## src/rtl/bce_pkg.sv

```systemverilog
package bce_pkg;

    localparam int COORD_W  = 32;
    localparam int POS_W    = 17;
    localparam int SLOT_W   = 4;
    localparam int CFG_W    = 5;
    localparam int COEF_W   = 13;
    localparam int POW_W    = 17;
    localparam int PAIR_W   = 33;
    localparam int WGT_W    = 31;
    localparam int ACC_W    = 64;
    localparam int MUL_A_W  = 35;
    localparam int MUL_B_W  = 33;
    localparam int MUL_P_W  = MUL_A_W + MUL_B_W;
    localparam int TAB_ROWS = 16;

    localparam logic [POS_W-1:0] ONE_Q16 = 17'h10000;
    localparam logic [0:0] KIND_WRITE = 1'b0;
    localparam logic signed [COORD_W-1:0] COORD_MAX = 32'sh7FFF_FFFF;
    localparam logic signed [COORD_W-1:0] COORD_MIN = 32'sh8000_0000;

    typedef enum logic [1:0] {
        ST_IDLE,
        ST_ISSUE,
        ST_WB,
        ST_DONE
    } state_t;

    typedef enum logic [2:0] {
        OP_POW_T,
        OP_POW_U,
        OP_WPAIR,
        OP_WCOEF,
        OP_PX,
        OP_PY,
        OP_PZ
    } op_t;

    typedef struct packed {
        logic signed [COORD_W-1:0] x;
        logic signed [COORD_W-1:0] y;
        logic signed [COORD_W-1:0] z;
    } point_t;

    typedef logic [TAB_ROWS-1:0][TAB_ROWS-1:0][COEF_W-1:0] binom_tab_t;

    // Pascal's triangle, row r holds C(r, k); built at elaboration
    function automatic binom_tab_t build_binom();
        binom_tab_t tab;
        logic [TAB_ROWS-1:0][COEF_W-1:0] row;
        int r;
        int k;
        tab = '0;
        row = '0;
        row[0] = COEF_W'(1);
        for (r = 0; r < TAB_ROWS; r++)
        begin
            for (k = TAB_ROWS - 1; k > 0; k--)
            begin
                if (k <= r)
                begin
                    row[k] = row[k] + row[k-1];
                end
            end
            tab[r] = row;
        end
        return tab;
    endfunction

    localparam binom_tab_t BINOM = build_binom();

endpackage

```

## src/rtl/bce_mul.sv

```systemverilog
// shared signed multiplier, product registered
module bce_mul
(
    input  logic                                   clk,
    input  logic                                   en,
    input  logic signed [bce_pkg::MUL_A_W-1:0]     a,
    input  logic signed [bce_pkg::MUL_B_W-1:0]     b,
    output logic signed [bce_pkg::MUL_P_W-1:0]     p
);

    logic signed [bce_pkg::MUL_P_W-1:0] p_reg;

    always_ff @(posedge clk)
    begin
        if (en)
        begin
            p_reg <= bce_pkg::MUL_P_W'(a) * bce_pkg::MUL_P_W'(b);
        end
    end

    assign p = p_reg;

endmodule

```

## config.mk

```make
export PLATFORM = sky130hd
export DESIGN_NAME = bce_mul
export DESIGN_NICKNAME = d
export VERILOG_FILES = /design/src/rtl/bce_pkg.sv /design/src/rtl/bce_mul.sv
export SDC_FILE = /design/constraint.sdc
export NUM_CORES = 2
export LEC_CHECK = 0
export ABC_AREA = 1
export ABC_CLOCK_PERIOD_IN_PS = 9350
export BUFFER_PORTS_ARGS = -buffer_cell sky130_fd_sc_hd__buf_2
export CAP_MARGIN = 5
export CORE_MARGIN = 10
export CORE_UTILIZATION = 46
export CTS_CLUSTER_SIZE = 10
export DETAILED_ROUTE_END_ITERATION = 10
export GPL_ROUTABILITY_DRIVEN = 0
export SETUP_SLACK_MARGIN = 0.3
export SYNTH_ARGS = -nofsm -noshare
export SYNTH_HDL_FRONTEND = slang
export SYNTH_SLANG_ARGS = --single-unit
```

## constraint.sdc

```tcl
create_clock -name clk -period 9.35 [get_ports clk]
set_clock_uncertainty 0.2 [all_clocks]
set_input_delay 0 -clock clk [delete_from_list [all_inputs] [get_ports clk]]
set_output_delay 0 -clock clk [all_outputs]
set_load 0.01 [all_outputs]
```

==> impl_results.md <==
- First-pass GRT wire length: 212000 um
- Status: complete, no violations
- Root Driver: clkbuf_16
- # DRC: 0
- Overflow after GRT: 0
- Distinct cells, synth: 28
- Total track usage: 0.2410
- Max-cap viol count: 0
- Via count: 34410
- Syn Std Cell Area: 45860 um2
- Core area: 98710 um2
- Final Slew Violations: 0
- IO Pins: 138
- Router iterations before antenna repair: 7
- TritonCTS buffer count: 9
- Commonest non-fill, non-tap cells in the layout: 1972 x inv_1, 1645 x nand2_1, 1207 x fa_1
- Top cell type's share of synthesized area: 0.5269
- Vias in the first global route: 37830
- Synth Warn #: 0
- Final Non-Filler Cells: 7004
- CP Launch Point: b[7]
- Register area share after synthesis: 0.04452
- Commonest non-fill, non-tap cell in the layout: inv_1
- Setup ws final: 1528 ps
- Sequential cell area: 2042 um2
- FF+latch count, synth: 68
- Max reg flops: 68
- Arrival time at the worst endpoint: 7730 ps
- # Post-CTS Setup Buffers: 0
- Startpoint Class: input pin
- Clk sinks: 68
- Die height: 335.8 um
- Endpoint class of the critical path: register
- Worst EP required: 9250 ps
- Initial antenna violation count: 4
- Layout cells sized above 1: 0.04217
- Synth Area in Simple Gates: 0.1664
- H-tree depth: 3
- Number of port buffers: 137
- Largest net degree at the start of global routing: 69
- Starting Density: 0.4646
- Placed cells: 6987
- CTS Buffer Depth: 2
- Compound-Gate Fraction of Synth Area: 0.01020
- Main combinational cell family by area after synthesis: adder cells
- Synthesized instance count: 5800
- Syn Nets: 7298
- Hold wc startpoint: en
- Cell taking the most area after synthesis: fa_1
- Cell row count: 115
- Critical path class: input pin to register
- Final hold vios: 0
- Final WL: 130900 um
- Worst Max-Slew Pin Slew: 1092 ps
- HPWL Detailed: 109900 um
- Hold-fix buffers, CTS: 0
- Final Net Count: 7209
- Area taken by multi-input logic gates: 35400 um2
- RSZ-0062 raised after global routing: no
- Routed wire per std cell: 18.69 um
- CTS tree: built
- Xor/xnor share of the synthesized area: 0.008021
- Final setup violation count: 0
- Antenna Violating Nets Remaining: 0
- Setup tns final: 0 ps
- Post-synthesis mux area share: 0
- Area Overhead vs Synth: 4.043%
- Fill count: 9804
- Clock Pin Slew Worst Setup and Hold Paths: 60 ps
- Die width: 335.8 um
- Clock period minus worst slack: 7822 ps
- Post_cts resized: 0
- Fin Hold WS: 214.4 ps
- Maximum net fanout on the critical path: 35
- Worst hold path type: input pin to register
- Synth Area in Adders: 0.5872
- Tcrit/Tclk final: 0.8366
- Post-Syn Area per Cell: 7.907 um2
- Initial DRC Count: 2191
- Max Fclk: 127.8 MHz
- Dominant cells by area after synthesis: fa_1 53%, inv_1 16%, nand2_1 13%
- Relative slew slack: 0.2718
- Die area: 112700 um2
- Via-per-instance ratio: 4.913
- Place WS: 1229 ps
-- critical path: stages --
cell and delay, ps:
buf_2 660, nand2_1 210, inv_1 120, fa_1 420
inv_1 250, fa_1 470, inv_1 220, fa_1 490
inv_1 90, fa_1 520, inv_1 640, fa_1 570
fa_1 500, fa_1 480, inv_1 50, fa_1 470
inv_1 50, ha_1 380, a21oi_1 250, o21ai_0 170
a21oi_1 210, nand2_1 90, a21oi_1 180, nand2_1 80
nand2_1 60, nand2_1 40
-- per-layer routing --
metal,wire length (um),track usage,up-vias
li1,-,-,15550
met1,52260,0.3004,17510
met2,66320,0.4293,1106
met3,7292,0.02841,250
met4,4991,0.08297,2
met5,13,0,-
-- stage by stage --
step / utilization / cell area [um2]
floorplan: - / 45860
global placement: 0.4802 / 47400
detailed placement: 0.4802 / 47400
CTS: 0.4834 / 47710
global route: 0.4834 / 47720
finish: 0.4834 / 47720
-- cell usage after synthesis --
cell,count
buf_1,1
nand4_1,17
nor4_1,2
o21ai_0,23
nand3_2,9
nand3_4,1
edfxtp_1,68
nand3_1,87
fa_1,1207
clkbuf_1,270
clkinv_1,1
a21o_1,1
ha_1,221
or2_2,6
nor3_2,1
xor2_1,36
nor3_1,10
nand3b_2,1
nor2_4,2
o21bai_1,4
nand2_4,6
inv_1,1972
nand2_1,1645
nand2_2,17
a21oi_1,63
nor2_1,111
nor2_2,12
xnor2_1,6
-- logic make-up after synthesis --
group | after synthesis
AOI/OAI and AO/OA | 91
adders and majority gates | 1428
buffers and inverters | 2244
and+or+nand+nor | 1927
xor gates and xnor gates | 42
DFF | 68
-- worst paths after layout --
kind / to / slack, ps / depth (start not counted)
setup / recovery: p[60]$_DFFE_PP_ / 1530 / 26
hold / removal: p[11]$_DFFE_PP_ / 210 / 2
-- final cells by class --
class                           instances  share of cell area
Antenna cell                            2           0.0001049
Clock buffer                            9            0.004720
Clock inverter                          6            0.001888
Inverter                             1973              0.1552
Multi-Input combinational cell       3488              0.7418
Sequential cell                        68             0.04279
Tap cell                             1287             0.03375
Timing Repair Buffer                  171             0.01972
Power is left out: the tool's default activity adds up to more than one toggle a clock period on the data nets, which glitch-free logic cannot reach.
